[src/design/bmc_pkg.sv]
// Shared types and constants for the binary mask centroid core.
// No dependencies; imported by every module of the core.
package bmc_pkg;

    localparam int POS_W    = 11;
    localparam int SUM_W    = 33;
    localparam int COUNT_W  = 23;
    localparam int SIZE_W   = 12;
    localparam int PIXEL_W  = 8;
    localparam int COORD_W  = 11;
    localparam int REM_W    = COUNT_W + 1;
    localparam int STEP_W   = 6;

    localparam logic [PIXEL_W-1:0] OBJECT_VALUE = 8'd255;
    localparam logic [SIZE_W-1:0]  WIDTH_RESET  = 12'd640;
    localparam logic [SIZE_W-1:0]  HEIGHT_RESET = 12'd480;

    // One quotient bit is produced per step.
    localparam logic [STEP_W-1:0]  DIV_LAST_STEP = STEP_W'(SUM_W - 1);

    // Configuration register indexes.
    localparam logic REG_FRAME_WIDTH  = 1'b0;
    localparam logic REG_FRAME_HEIGHT = 1'b1;

    typedef struct packed {
        logic [SUM_W-1:0]   column_sum;
        logic [SUM_W-1:0]   row_sum;
        logic [COUNT_W-1:0] pixel_count;
    } frame_sums_t;

    typedef struct packed {
        logic        valid;
        frame_sums_t sums;
    } frame_entry_t;

endpackage

[src/design/bmc_front.sv]
// Front end of the centroid core: frame counters, moment accumulators, config.
// Depends on bmc_pkg; pushes finished frame sums into bmc_queue.
module bmc_front import bmc_pkg::*; #(
    parameter int MAX_WIDTH  = 2048,
    parameter int MAX_HEIGHT = 2048
) (
    input  logic                aclk,
    input  logic                aresetn,
    input  logic                s_valid,
    output logic                s_ready,
    input  logic [PIXEL_W-1:0]  s_pixel,
    input  logic                cfg_valid,
    output logic                cfg_ready,
    input  logic                cfg_index,
    input  logic [SIZE_W-1:0]   cfg_data,
    input  logic                queue_full,
    output frame_entry_t        push
);

    logic [SIZE_W-1:0]  frame_width_reg;
    logic [SIZE_W-1:0]  frame_height_reg;
    logic [POS_W-1:0]   column_reg;
    logic [POS_W-1:0]   row_reg;
    logic [SUM_W-1:0]   column_sum_reg;
    logic [SUM_W-1:0]   row_sum_reg;
    logic [COUNT_W-1:0] count_reg;

    logic [SUM_W-1:0]   column_sum_next;
    logic [SUM_W-1:0]   row_sum_next;
    logic [COUNT_W-1:0] count_next;
    logic [SIZE_W-1:0]  last_column;
    logic [SIZE_W-1:0]  last_row;
    logic               is_object;
    logic               row_end;
    logic               frame_end;
    logic               accept;

    // Index of the last column or row: zero acts as one, oversize clamps to the limit.
    function automatic logic [SIZE_W-1:0] last_index(input logic [SIZE_W-1:0] size,
                                                     input int limit);
        logic [SIZE_W-1:0] result;
        if (size == '0) begin
            result = '0;
        end else if ({{(32-SIZE_W){1'b0}}, size} > 32'(limit)) begin
            result = SIZE_W'(limit - 1);
        end else begin
            result = size - SIZE_W'(1);
        end
        return result;
    endfunction

    assign cfg_ready = 1'b1;
    assign s_ready   = !queue_full;
    assign accept    = s_valid && s_ready;

    assign last_column = last_index(frame_width_reg, MAX_WIDTH);
    assign last_row    = last_index(frame_height_reg, MAX_HEIGHT);

    assign is_object = (s_pixel == OBJECT_VALUE);
    assign row_end   = ({1'b0, column_reg} >= last_column);
    assign frame_end = row_end && ({1'b0, row_reg} >= last_row);

    always_comb begin
        column_sum_next = column_sum_reg;
        row_sum_next    = row_sum_reg;
        count_next      = count_reg;
        if (is_object) begin
            column_sum_next = column_sum_reg + {{(SUM_W-POS_W){1'b0}}, column_reg};
            row_sum_next    = row_sum_reg + {{(SUM_W-POS_W){1'b0}}, row_reg};
            count_next      = count_reg + COUNT_W'(1);
        end
    end

    assign push.valid            = accept && frame_end;
    assign push.sums.column_sum  = column_sum_next;
    assign push.sums.row_sum     = row_sum_next;
    assign push.sums.pixel_count = count_next;

    always_ff @(posedge aclk) begin
        if (!aresetn) begin
            frame_width_reg  <= WIDTH_RESET;
            frame_height_reg <= HEIGHT_RESET;
        end else if (cfg_valid && cfg_ready) begin
            unique case (cfg_index)
                REG_FRAME_WIDTH:  frame_width_reg  <= cfg_data;
                REG_FRAME_HEIGHT: frame_height_reg <= cfg_data;
                default:          frame_width_reg  <= frame_width_reg;
            endcase
        end
    end

    always_ff @(posedge aclk) begin
        if (!aresetn) begin
            column_reg     <= '0;
            row_reg        <= '0;
            column_sum_reg <= '0;
            row_sum_reg    <= '0;
            count_reg      <= '0;
        end else if (accept) begin
            if (frame_end) begin
                column_reg     <= '0;
                row_reg        <= '0;
                column_sum_reg <= '0;
                row_sum_reg    <= '0;
                count_reg      <= '0;
            end else begin
                column_sum_reg <= column_sum_next;
                row_sum_reg    <= row_sum_next;
                count_reg      <= count_next;
                if (row_end) begin
                    column_reg <= '0;
                    row_reg    <= row_reg + POS_W'(1);
                end else begin
                    column_reg <= column_reg + POS_W'(1);
                end
            end
        end
    end

endmodule

[src/design/bmc_queue.sv]
// Two-entry queue of finished frame sums between the front and back ends.
// Depends on bmc_pkg for the entry types.
module bmc_queue import bmc_pkg::*; (
    input  logic         aclk,
    input  logic         aresetn,
    input  frame_entry_t push,
    output logic         full,
    output logic         not_empty,
    input  logic         pop,
    output frame_sums_t  head
);

    frame_sums_t entry_reg [2];
    logic        wr_ptr_reg;
    logic        rd_ptr_reg;
    logic [1:0]  fill_reg;

    logic        do_push;
    logic        do_pop;

    assign full      = (fill_reg == 2'd2);
    assign not_empty = (fill_reg != 2'd0);
    assign head      = entry_reg[rd_ptr_reg];
    assign do_push   = push.valid && !full;
    assign do_pop    = pop && not_empty;

    always_ff @(posedge aclk) begin
        if (do_push) begin
            entry_reg[wr_ptr_reg] <= push.sums;
        end
    end

    always_ff @(posedge aclk) begin
        if (!aresetn) begin
            wr_ptr_reg <= 1'b0;
            rd_ptr_reg <= 1'b0;
            fill_reg   <= 2'd0;
        end else begin
            if (do_push) begin
                wr_ptr_reg <= !wr_ptr_reg;
            end
            if (do_pop) begin
                rd_ptr_reg <= !rd_ptr_reg;
            end
            if (do_push && !do_pop) begin
                fill_reg <= fill_reg + 2'd1;
            end else if (do_pop && !do_push) begin
                fill_reg <= fill_reg - 2'd1;
            end
        end
    end

endmodule

[src/design/bmc_back.sv]
// Back end of the centroid core: two restoring dividers and the result register.
// Depends on bmc_pkg; takes frame sums from bmc_queue.
module bmc_back import bmc_pkg::*; (
    input  logic                aclk,
    input  logic                aresetn,
    input  logic                queue_not_empty,
    input  frame_sums_t         queue_head,
    output logic                queue_pop,
    output logic                m_valid,
    input  logic                m_ready,
    output logic [COORD_W-1:0]  m_centroid_x,
    output logic [COORD_W-1:0]  m_centroid_y,
    output logic [COUNT_W-1:0]  m_object_pixels,
    output logic                m_no_object
);

    typedef enum logic [1:0] {
        ST_IDLE,
        ST_DIVIDE,
        ST_HOLD
    } back_state_t;

    back_state_t        state_reg;
    logic [SUM_W-1:0]   quot_x_reg;
    logic [SUM_W-1:0]   quot_y_reg;
    logic [COUNT_W-1:0] rem_x_reg;
    logic [COUNT_W-1:0] rem_y_reg;
    logic [COUNT_W-1:0] divisor_reg;
    logic [STEP_W-1:0]  step_reg;
    logic               m_valid_reg;
    logic [COORD_W-1:0] centroid_x_reg;
    logic [COORD_W-1:0] centroid_y_reg;
    logic [COUNT_W-1:0] object_pixels_reg;
    logic               no_object_reg;

    logic [REM_W-1:0]   shift_x;
    logic [REM_W-1:0]   shift_y;
    logic [REM_W:0]     diff_x;
    logic [REM_W:0]     diff_y;
    logic               ge_x;
    logic               ge_y;
    logic [SUM_W-1:0]   quot_x_next;
    logic [SUM_W-1:0]   quot_y_next;
    logic [COUNT_W-1:0] rem_x_next;
    logic [COUNT_W-1:0] rem_y_next;

    // The dividend shifts out of the top while quotient bits shift in at the bottom.
    always_comb begin
        shift_x     = {rem_x_reg, quot_x_reg[SUM_W-1]};
        shift_y     = {rem_y_reg, quot_y_reg[SUM_W-1]};
        diff_x      = {1'b0, shift_x} - {2'b00, divisor_reg};
        diff_y      = {1'b0, shift_y} - {2'b00, divisor_reg};
        ge_x        = !diff_x[REM_W];
        ge_y        = !diff_y[REM_W];
        rem_x_next  = ge_x ? diff_x[COUNT_W-1:0] : shift_x[COUNT_W-1:0];
        rem_y_next  = ge_y ? diff_y[COUNT_W-1:0] : shift_y[COUNT_W-1:0];
        quot_x_next = {quot_x_reg[SUM_W-2:0], ge_x};
        quot_y_next = {quot_y_reg[SUM_W-2:0], ge_y};
    end

    assign queue_pop       = (state_reg == ST_IDLE) && queue_not_empty;
    assign m_valid         = m_valid_reg;
    assign m_centroid_x    = centroid_x_reg;
    assign m_centroid_y    = centroid_y_reg;
    assign m_object_pixels = object_pixels_reg;
    assign m_no_object     = no_object_reg;

    always_ff @(posedge aclk) begin
        if (!aresetn) begin
            state_reg   <= ST_IDLE;
            m_valid_reg <= 1'b0;
            step_reg    <= '0;
        end else begin
            unique case (state_reg)
                ST_IDLE: begin
                    if (queue_not_empty) begin
                        quot_x_reg        <= queue_head.column_sum;
                        quot_y_reg        <= queue_head.row_sum;
                        rem_x_reg         <= '0;
                        rem_y_reg         <= '0;
                        divisor_reg       <= queue_head.pixel_count;
                        object_pixels_reg <= queue_head.pixel_count;
                        step_reg          <= '0;
                        if (queue_head.pixel_count == '0) begin
                            centroid_x_reg <= '0;
                            centroid_y_reg <= '0;
                            no_object_reg  <= 1'b1;
                            m_valid_reg    <= 1'b1;
                            state_reg      <= ST_HOLD;
                        end else begin
                            state_reg <= ST_DIVIDE;
                        end
                    end
                end
                ST_DIVIDE: begin
                    quot_x_reg <= quot_x_next;
                    quot_y_reg <= quot_y_next;
                    rem_x_reg  <= rem_x_next;
                    rem_y_reg  <= rem_y_next;
                    step_reg   <= step_reg + STEP_W'(1);
                    if (step_reg == DIV_LAST_STEP) begin
                        centroid_x_reg <= quot_x_next[COORD_W-1:0];
                        centroid_y_reg <= quot_y_next[COORD_W-1:0];
                        no_object_reg  <= 1'b0;
                        m_valid_reg    <= 1'b1;
                        state_reg      <= ST_HOLD;
                    end
                end
                ST_HOLD: begin
                    if (m_ready) begin
                        m_valid_reg <= 1'b0;
                        state_reg   <= ST_IDLE;
                    end
                end
                default: begin
                    m_valid_reg <= 1'b0;
                    state_reg   <= ST_IDLE;
                end
            endcase
        end
    end

endmodule

[src/design/binary_mask_centroid_core.sv]
// Centroid of a binary mask frame: accepts one pixel per cycle while the sums queue has room.
// A frame's result follows its last accepted pixel through the sums queue, the load and the
// divide steps (an empty frame skips the divide); the shared restoring dividers give one
// quotient bit per step, and a new frame starts only after the last result is taken.
// A two-entry queue of frame sums lets short frames back up; the input stalls when it is full.
// Synchronous active-low reset: size registers return to 640 x 480, counters and sums clear.
module binary_mask_centroid_core import bmc_pkg::*; #(
    parameter int MAX_WIDTH  = 2048,
    parameter int MAX_HEIGHT = 2048
) (
    input  logic                aclk,
    input  logic                aresetn,
    input  logic                s_valid,
    output logic                s_ready,
    input  logic [PIXEL_W-1:0]  s_pixel,
    input  logic                cfg_valid,
    output logic                cfg_ready,
    input  logic                cfg_index,
    input  logic [SIZE_W-1:0]   cfg_data,
    output logic                m_valid,
    input  logic                m_ready,
    output logic [COORD_W-1:0]  m_centroid_x,
    output logic [COORD_W-1:0]  m_centroid_y,
    output logic [COUNT_W-1:0]  m_object_pixels,
    output logic                m_no_object
);

    frame_entry_t push;
    frame_sums_t  queue_head;
    logic         queue_full;
    logic         queue_not_empty;
    logic         queue_pop;

    bmc_front #(
        .MAX_WIDTH  (MAX_WIDTH),
        .MAX_HEIGHT (MAX_HEIGHT)
    ) u_front (
        .aclk       (aclk),
        .aresetn    (aresetn),
        .s_valid    (s_valid),
        .s_ready    (s_ready),
        .s_pixel    (s_pixel),
        .cfg_valid  (cfg_valid),
        .cfg_ready  (cfg_ready),
        .cfg_index  (cfg_index),
        .cfg_data   (cfg_data),
        .queue_full (queue_full),
        .push       (push)
    );

    bmc_queue u_queue (
        .aclk      (aclk),
        .aresetn   (aresetn),
        .push      (push),
        .full      (queue_full),
        .not_empty (queue_not_empty),
        .pop       (queue_pop),
        .head      (queue_head)
    );

    bmc_back u_back (
        .aclk            (aclk),
        .aresetn         (aresetn),
        .queue_not_empty (queue_not_empty),
        .queue_head      (queue_head),
        .queue_pop       (queue_pop),
        .m_valid         (m_valid),
        .m_ready         (m_ready),
        .m_centroid_x    (m_centroid_x),
        .m_centroid_y    (m_centroid_y),
        .m_object_pixels (m_object_pixels),
        .m_no_object     (m_no_object)
    );

endmodule

[config.mk]
export PLATFORM = sky130hd
export DESIGN_NAME = binary_mask_centroid_core
export DESIGN_NICKNAME = d
export VERILOG_FILES = /design/src/design/bmc_pkg.sv /design/src/design/bmc_front.sv /design/src/design/bmc_queue.sv /design/src/design/bmc_back.sv /design/src/design/binary_mask_centroid_core.sv
export SDC_FILE = /design/constraint.sdc
export NUM_CORES = 1
export LEC_CHECK = 0
export ABC_AREA = 1
export BUFFER_PORTS_ARGS = -buffer_cell sky130_fd_sc_hd__buf_2
export CAP_MARGIN = 40
export CORE_ASPECT_RATIO = 2
export CORE_UTILIZATION = 63
export DETAILED_ROUTE_END_ITERATION = 10
export PLACE_DENSITY = 0.77
export SLEW_MARGIN = 20
export SYNTH_ARGS = -nofsm -noshare
export SYNTH_HDL_FRONTEND = slang
export SYNTH_HIERARCHICAL = 1
export SYNTH_SLANG_ARGS = --single-unit
export TNS_END_PERCENT = 30
[constraint.sdc]
create_clock -name aclk -period 8.6 [get_ports aclk]
set_input_delay 0.86 -clock aclk [delete_from_list [all_inputs] [get_ports aclk]]
set_output_delay 0.86 -clock aclk [all_outputs]
set_load 0.01 [all_outputs]
## After elaboration in Yosys (flattened, before gate mapping)

Memories as Yosys holds them, arrays and structs flattened. A register that Yosys moved wholly into a read port is not among the register bits.
Index checks and enable logic that the tools add are counted.

| storage, ports and cells | value |
|---|---|
| bits of input ports | 26 |
| register bits after elaboration | 306 |
| word-level logic and storage cells | 129 |
| memories kept | 1 |
| bits in writable memories | 178 |

Memories:

| memory | depth | bits a word | read ports | clocked after Yosys merged registers in | wr ports | line | text |
|---|---|---|---|---|---|---|---|
| u_queue.entry_reg | 2 | 89 | 1 | 1 | 1 | bmc_queue.sv:13 | `frame_sums_t entry_reg [2];` |

| operators by class | value |
|---|---|
| $lt $le $gt $ge | 4 |
| bitwise gates (word level) | 1 |
| $add $sub $neg | 12 |
| muxes and demuxes | 49 |
| reductions and logical operators | 32 |
| equal/unequal tests | 9 |

Operators with widths:

| cell | count |
|---|---|
| $mux W33 | 6 |
| $pmux W33 S2 | 2 |
| $mux W23 | 5 |
| $pmux W23 S2 | 2 |
| $mux W11 | 8 |
| $add A33 B11 Y33 | 2 |
| $sub A24 B23 Y25 | 2 |
| $mux W12 | 4 |
| $pmux W11 S2 | 2 |
| $ge A11 B12 Y1 | 2 |
| $gt A12 B12 Y1 const B | 2 |
| $logic_not A12 Y1 | 2 |
| $sub A12 B1 Y12 const B | 2 |
| $add A23 B1 Y23 const B | 1 |
| $logic_not A23 Y1 | 1 |
| $add A11 B1 Y11 const B | 2 |
| $mux W2 | 6 |
| $pmux W6 S2 | 1 |
| $mux W1 | 9 |
| $reduce_and A3 Y1 | 3 |
| $eq A8 B8 Y1 const B | 1 |
| $logic_and A1 B1 Y1 | 8 |
| $reduce_and A2 Y1 | 4 |
| $reduce_bool A2 Y1 | 4 |
| 17 further kinds | 26 |

## Longest topological paths before layout

Gate-level depths: netlist (run 1).

| depth | value |
|---|---|
| depth after elaboration | 11 |
| gate-level depth with buffers | 28 |

## Cells and area by module

The synthesis (run 1) kept the hierarchy.

Modules (own cells, without submodules):

| module | area an instance (µm²) | instances | cells an instance |
|---|---|---|---|
| bmc_back | 10098.4 | 1 | 1267 |
| bmc_front | 9359.0 | 1 | 1426 |
| bmc_queue | 6695.2 | 1 | 314 |

## Worst setup path before layout (run 1)

No wires, ideal clock.

| timing | value |
|---|---|
| path type | flip-flop to flip-flop |
| start | register u_front.frame_width_reg[0] |
| end | memory u_queue/entry_reg[0][0] in the netlist's numbering (enable) |
| data arrival time | 6.240 ns |
| cell stages (with the launch flop) | 20 |
| setup slack | 1.822 ns |
| path buffers | 0 |
| cells stage by stage | dfxtp_1 > inv_1 > ha_1 > nand2_1 > nor2_2 > nand3_1 > nor2_1 > nor2_1 > inv_1 > nand3b_1 > nand2_1 > ha_1 > nand4_1 > nor3_1 > nand4_1 > nand3_2 > nand3_1 > inv_1 > o21ai_0 > nor2_1 |

RTL lines:

| element | line | text |
|---|---|---|
| start: declaration | bmc_front.sv:20 | `logic [SIZE_W-1:0] frame_width_reg;` |
| start signal: assignment | bmc_front.sv:85 | `REG_FRAME_WIDTH: frame_width_reg <= cfg_data;` |
| start signal: assignment | bmc_front.sv:87 | `default: frame_width_reg <= frame_width_reg;` |
| end: declaration | bmc_queue.sv:13 |  |

==> results of run 1 <==
report_power, final:
group	leakage (nW)	switching [mW]	internal, mW
combinational	6.49	0.555	0.219
clock	0.658	0.916	1.01
sequential	4.06	0.0375	2.61
kinds of logic after synthesis:
logic type	after synthesis	synth area share, %
compound gates	382	7.69
mux	89	3.98
flops	485	50.0
other cells	1	0.0143
xor+xnor	105	3.52
fa+ha+maj	102	4.99
simple gates	1426	23.4
buf+inv	417	6.47
tightest hold or removal path, stage by stage, from the launching register on:
cell     delay (ns)
dfxtp_1        0.32
nand2_1        0.06
a21oi_1        0.05
cell usage after synthesis (10+ instances only):
cell type  count  area [sq um]
o21ai_0      133           666
dfxtp_1      149          2980
ha_1          98          1230
edfxtp_1     336         10100
nor4_1        11          68.8
nand4_1       44           275
a21oi_1      206          1030
mux2_4        10           150
nand2_1      810          3040
inv_1        312          1170
mux2_2        79           890
buf_1         11          41.3
nand3_1      218          1090
a21oi_2       12           105
nand2_2       10          62.6
xnor2_1       47           412
nor3_1        39           195
buf_2         22           110
nor2_2        11          68.8
nand3b_1      13          97.6
clkbuf_1      48           180
nor2_1       234           878
nand3_2       17           170
xor2_1        58           508
metrics by stage:
stage	hold WS (ns)	instances	power [mW]	instance area, sq um
2_1_floorplan	0.447	3007	3.24	26200
6_report	0.484	3624	5.35	28500
4_1_cts	0.481	3621	5.37	28400
3_5_place_dp	0.469	3543	3.46	27000
3_3_place_gp	0.465	3537	3.42	26900
5_1_grt	0.502	3624	5.56	28500
path summary, 6_finish.rpt:
check | from | to | slack (ns) | depth (start not counted)
worst max-delay path | u_front/frame_width_reg[0] | u_queue/entry_reg[0][4] | 3.44 | 21
worst min-delay path | u_front/column_sum_reg[10] | u_front/column_sum_reg[10] | 0.48 | 2
worst max register to register | u_front/frame_width_reg[0] | u_queue/entry_reg[0][4] | 3.44 | 21
worst min register to register | u_front/column_sum_reg[10] | u_front/column_sum_reg[10] | 0.48 | 2
area by class of cell:
type | instances | area (sq um)
timing repair buffer | 100 | 706
clock inverter | 29 | 293
tap | 535 | 669
inverter | 321 | 1210
multi-input combinational | 2105 | 11400
clock buffer | 49 | 1100
fill | 3305 | 12500
sequential | 485 | 13100
metal layers:
layer | vias to the layer above | global-route usage, %
li1 | 10146 | -
met5 | - | 0
met2 | 670 | 64.0
met4 | 0 | 24.3
met3 | 266 | 4.28
met1 | 9735 | 32.3
==> metrics.md, run 1 <==
| Metric | Value |
|---|---|
| CP peak stage delay | 0.72 ns |
| Fin nets | around 3200 |
| Clk_skew | 0.0241 ns |
| Dpl ws | 3.30 ns |
| Largest register FFs | 178 |
| Met2 wire len | roughly 37000 um |
| Core Util, Final | 69.5% |
| PwrDens | ~190 nW/um^2 |
| Static Leak | between 10 and 15 nW |
| Mean Syn Cell Area | 8.70 sq um |
| Critical Path, Cell by Cell | inv_1 > ha_1 > nand2_1 > nor2_2 > nand3_1 > nor2_1 > nor2_1 > inv_1 > nand3b_1 > nand2_1 > ha_1 > nand4_1 > nor3_1 > nand4_1 > nand3_2 > nand3_1 > inv_1 > o21ai_0 > nor2_4 > buf_4 > buf_4 |
| Synth-to-layout area growth | 8.86% |
| Kind of cell adding the most delay to the critical path | simple AND/OR/NAND/NOR gates |
| Mapped Nets | roughly 3100 |
| Synth async-reset ratio | 0% |
| Sequential area share after synthesis | 50.0% |
| DR vias | 20817 |
| Clk root buf | clkbuf_16 |
| Syn. warnings | 6 |
| First-pass GRT wire length | 110000 um |
| Share of cells above drive strength 1 | 10.8% |
| WP data required | around 8.8 ns |
| FP Rows | 105 |
| Die Area | ~42000 sq um |
| Clock Path Buffers | 3 |
| CTS buffer count | 42 |
| Drt pass-1 iters | 5 |
| Number of vias per cell | approximately 5.7 |
| Final setup violating endpoints | 0 |
| Achievable Freq | 0.194 GHz |
| Post-DRT Antenna Nets | 0 |
| Post-CTS Setup Bufs | 0 |
| Synthesized flop and latch total | 485 |
| Final period util | 60.1% |
| CP Buf/Inv Count | 5 |
| Worst-Skew Late Latency | 0.57 ns |
| Tmin final | 5.16 ns |
| Slew @ Worst Pin | roughly 0.87 ns |
| Peak supply drop | 0.179 mV |
| Hold_buf cts | 0 |
| Status | complete, no violations |
| Ports | 75 |
| Worst Hold Class | flop to flop |
| Max_slew headroom | 41.8% |
| Mapped Cells | 3007 |
| Hpwl dp | 51500 um |
| Final TNS setup | 0 ns |
| Vias in the first global route | roughly 21000 |
| Largest net degree at the start of global routing | between 70 and 80 |
| Total track usage | 33.5% |
| EDFF count, synth | 336 |
| Metal3 WL | 3420 um |
| CTS tree | yes |
| Clk slew on worst S/H paths | 0.07 ns |
| Initial Util | a little under two thirds |
| Synth unique cells | 50 |
| Die H | just under 300 um |
| Final hold violation count | 0 |
| Crit start category | flop |
| Wirelength per Cell | 19.3 um |
| CP Max Fanout | 62 |
| Final worst slack | 3.44 ns |
| # DRC | 0 |
| Detailed Route WL | between 60000 and 70000 um |
| Core Area | 41000 sq um |
| Max-Cap Viols | 0 |
| ANT cells | 0 |
| Initial DRC count | 1278 |
| Critical Path AT | 5.36 ns |
| GR Overflow Total | 0 |
| RSZ-0062 raised after global routing | false |
| Post-Syn Area | 26200 sq um |
| Final RePlAce weighted congestion | 1.02 |
| Die width | around 150 um |
| Met1 Wirelength | 23100 um |
| PortBufs | 73 |
| H-tree depth | 2 |
| Slowest cell on the critical path | buf_4 |
| Most frequent cells in the layout | 809 x nand2_1, 336 x edfxtp_1, 311 x inv_1, 230 x nor2_1, 218 x nand3_1 |
| Slew Viols, Final | 0 |
| Most used DFF post-synth | edfxtp_1 |
| Antenna violations before repair | 0 |
| Post-cts resize count | 0 |
| CTS sink count | about 490 |
| Top Layer Used | met4 |
| Crit Path Class | flop to flop |
| Worst setup EP type | flop |
| Cell mode on critical path | inv_1 |
| Most common cell after layout, fill and taps aside | nand2_1 |
(Power assumes the default switching activity.)
==> run 2: changes to the inputs <==
ABC_AREA = 0   (was 1)
PLACE_DENSITY = 0.78   (was 0.77)
clock period = 5.4 ns   (was 8.6 ns; I/O delays follow)
==> run 2 against run 1 <==
Sequential power increased by 49%. Cell count is 17% lower. Area after synthesis fell by 4.3%. Highest routed layer unchanged. Count of clock-buffer cells in the layout grew 7. Non-clock buffer count rose by 6. Critical path type unchanged.
==> metrics.md, run 2 <==
| Metric | Value |
|---|---|
| H-tree depth | 2 (unchanged) |
| PwrDens | 264 nW/um^2 (was 188 nW/um^2) |
| Post-cts resize count | 0 (unchanged) |
| CTS sink count | 485 (unchanged) |
| Post-DRT Antenna Nets | 0 (unchanged) |
| Achievable Freq | 0.218 GHz (was 0.194 GHz) |
| Initial DRC count | 1156 (was 1278) |
| Final hold violation count | 0 (unchanged) |
| Fin nets | 2599 (was 3183) |
| # fillers | 2824 (was 3305) |
| Die H | 284 um (was 290 um) |
| RSZ-0062 raised after global routing | false (unchanged) |
| Sequential area share after synthesis | 52.2% (was 50.0%) |
| Most common library cells after synthesis | 386 x nand2_1, 336 x edfxtp_1, 184 x nor2_1 (was 810 x nand2_1, 336 x edfxtp_1, 312 x inv_1) |
| Peak supply drop | 0.248 mV (was 0.179 mV) |
| Static Leak | 10.5 nW (was 11.2 nW) |
| Detailed Route WL | 59600 um (was 70000 um) |
| Status | complete, no violations (unchanged) |
| ANT cells | 0 (unchanged) |
| Clk root buf | clkbuf_16 (unchanged) |
| Cell area after layout | 27300 sq um (was 28500 sq um) |
| Clk_skew | 0.0124 ns (was 0.0241 ns) |
| Worst-Skew Late Latency | 0.55 ns (was 0.57 ns) |
| Share of cells above drive strength 1 | 12.1% (was 10.8%) |
| Max-Cap Viols | 0 (unchanged) |
| Dpl ws | 0.847 ns (was 3.30 ns) |
| Syn. warnings | 6 (unchanged) |
| Synth unique cells | 85 (was 50) |
| Synthesized flop and latch total | 485 (unchanged) |
| Top-count cell post-synth | nand2_1 (unchanged) |
| Tmin final | 4.58 ns (was 5.16 ns) |
| Placed cell area | 25900 sq um (was 27000 sq um) |
| Hold_buf cts | 0 (unchanged) |
| Initial Util | 64.3% (was 63.8%) |
| Die Area | 40600 sq um (was 42400 sq um) |
| Final setup violating endpoints | 0 (unchanged) |
| CTS tree | yes (unchanged) |
| CP Max Fanout | 89 (was 62) |
| Crit start category | flop (unchanged) |
| Most frequent cells in the layout | 384 x nand2_1, 336 x edfxtp_1, 181 x nor2_1, 157 x a21oi_1, 148 x dfxtp_1 (was 809 x nand2_1, 336 x edfxtp_1, 311 x inv_1, 230 x nor2_1, 218 x nand3_1) |
| Core Area | 38900 sq um (was 41000 sq um) |
| Largest register FFs | 178 (unchanged) |
| Antenna violations before repair | 0 (unchanged) |
| Number of vias per cell | 6.19 (was 5.74) |
| Slew @ Worst Pin | 0.943 ns (was 0.869 ns) |
| Crit Path Class | flop to flop (unchanged) |
| Final period util | 84.8% (was 60.1%) |
| Die width | 143 um (was 146 um) |
| Worst Hold Class | input pin to flop (was flop to flop) |
| Mapped Nets | 2559 (was 3135) |
| Critical Path AT | 4.76 ns (was 5.36 ns) |
| Critical Path, Cell by Cell | nor4_1 > nand2_1 > nor2b_1 > a21boi_0 > a21oi_1 > ha_1 > nand4_1 > o311a_1 > nor4_1 > nand2_1 > inv_1 > inv_1 > nor3_4 > buf_12 (was inv_1 > ha_1 > nand2_1 > nor2_2 > nand3_1 > nor2_1 > nor2_1 > inv_1 > nand3b_1 > nand2_1 > ha_1 > nand4_1 > nor3_1 > nand4_1 > nand3_2 > nand3_1 > inv_1 > o21ai_0 > nor2_4 > buf_4 > buf_4) |
| GR Overflow Total | 0 (unchanged) |
| Final RePlAce weighted congestion | 0.936 (was 1.02) |
| # DRC | 0 (unchanged) |
| Clock Path Buffers | 3 (unchanged) |
| Pwr Total | 7.21 mW (was 5.35 mW) |
| Synth async-reset ratio | 0% (unchanged) |
| Worst hold slack | 0.204 ns (was 0.484 ns) |
| WP data required | 5.58 ns (was 8.79 ns) |
| Most common cell after layout, fill and taps aside | nand2_1 (unchanged) |
| Slew Viols, Final | 0 (unchanged) |
| Mean Syn Cell Area | 10.3 sq um (was 8.70 sq um) |
| Clk slew on worst S/H paths | 0.07 ns (about the same) |
| Post-Syn Area | 25000 sq um (was 26200 sq um) |
| Post-synth top area share | 40.3% (was 38.6%) |
| Slowest cell on the critical path | nor4_1 (was buf_4) |
| FP Rows | 102 (was 105) |
| First-pass GRT wire length | 94800 um (was 110000 um) |
| Post-CTS Setup Bufs | 0 (unchanged) |
| Core Util, Final | 70.2% (was 69.5%) |
| Synth-to-layout area growth | 9.22% (was 8.86%) |
| Wirelength per Cell | 19.7 um (was 19.3 um) |
| Total track usage | 29.9% (was 33.5%) |
| PortBufs | 73 (unchanged) |
| Vias in the first global route | 18961 (was 20935) |
| Synth area leader | edfxtp_1 (unchanged) |
| Drt pass-1 iters | 7 (was 5) |
| Hpwl dp | 41800 um (was 51500 um) |
| Max_slew headroom | 36.3% (was 41.8%) |
| Worst setup EP type | flop (unchanged) |
| Mapped Cells | 2431 (was 3007) |
| DR vias | 18730 (was 20817) |
| Final TNS setup | 0 ns (unchanged) |
| Most used DFF post-synth | edfxtp_1 (unchanged) |
| CP peak stage delay | 0.50 ns (was 0.72 ns) |
| Largest net degree at the start of global routing | 90 (was 75) |
| Inst Count DP | 2948 (was 3543) |
| Final std cells w/o fill | 3024 (was 3624) |
| EDFF count, synth | 336 (unchanged) |
| Largest cells by area after synthesis | edfxtp_1 40%, dfxtp_1 12%, nand2_1 5.8%, ha_1 4.9%, mux2_2 3.6% (was edfxtp_1 39%, nand2_1 12%, dfxtp_1 11%, ha_1 4.7%, inv_1 4.5%) |
| Ports | 75 (unchanged) |
| Final worst slack | 0.823 ns (was 3.44 ns) |
| CTS buffer count | 41 (was 42) |
[run 2: cell count changes in the layout (fill, tap and decap cells not counted), sizes merged, moves of 24 or more]
cell	before	now
nand2	824	386
inv	327	80
nand3	235	109
nor2	247	185
a21oi	218	159
o21ai	141	86
a21o	5	39
and2	4	38
xnor2	47	75
or4	0	24
[run 2: final timing paths]
kind	start	endpoint	slack, ns	cells after the start
worst max-delay path	u_front/frame_width_reg[2]	u_queue/entry_reg[0][25]	0.82	14
worst min-delay path	m_ready	u_back/state_reg[1]	0.20	2
worst max register to register	u_front/frame_width_reg[2]	u_queue/entry_reg[0][25]	0.82	14
worst min register to register	u_front/column_sum_reg[3]	u_front/column_sum_reg[3]	0.48	2
[run 2: layout make-up]
type	count	area (sq um)	area share, %
timing repair buffer	106	662	2.42
multi-input combinational	1760	11200	41.1
sequential	485	13100	47.8
inverter	77	290	1.06
tap	520	651	2.38
clock inverter	20	231	0.847
clock buffer	56	1180	4.34
[run 2: worst max-delay path: cells and delay by family (launching register included)]
kind,cells,cell delay [ns]
AO/OA/AOI/OAI,3,0.88
adder cells (fa/ha/maj),1,0.19
buffers and inverters,3,0.59
AND/OR/NAND/NOR,7,2.04
flip-flops,1,0.35
[run 2: routing by layer]
| layer | wire length (um) | track usage [%] | vias up |
|---|---|---|---|
| li1 | - | - | 8846 |
| met1 | 21300 | 31.5 | 9008 |
| met2 | 31400 | 54.6 | 643 |
| met3 | 2870 | 3.64 | 233 |
| met4 | 3960 | 20.0 | 0 |
| met5 | 0 | 0 | - |
[run 2: where the power goes]
group	switching (mW)	total [mW]	internal, mW
sequential	0.0164	3.95	3.93
combinational	0.117	0.175	0.0587
clock	1.34	3.09	1.75
[run 2: logic make-up after synthesis]
kind of cell,Yosys count,synth area share [%]
AND/OR/NAND/NOR,941,17.5
flip-flops,485,52.2
AO/OA/AOI/OAI,452,11.6
buffers and inverters,186,3.05
XOR/XNOR,153,5.36
multiplexers,111,5.03
adder cells (fa/ha/maj),102,5.22
other,1,0.0150
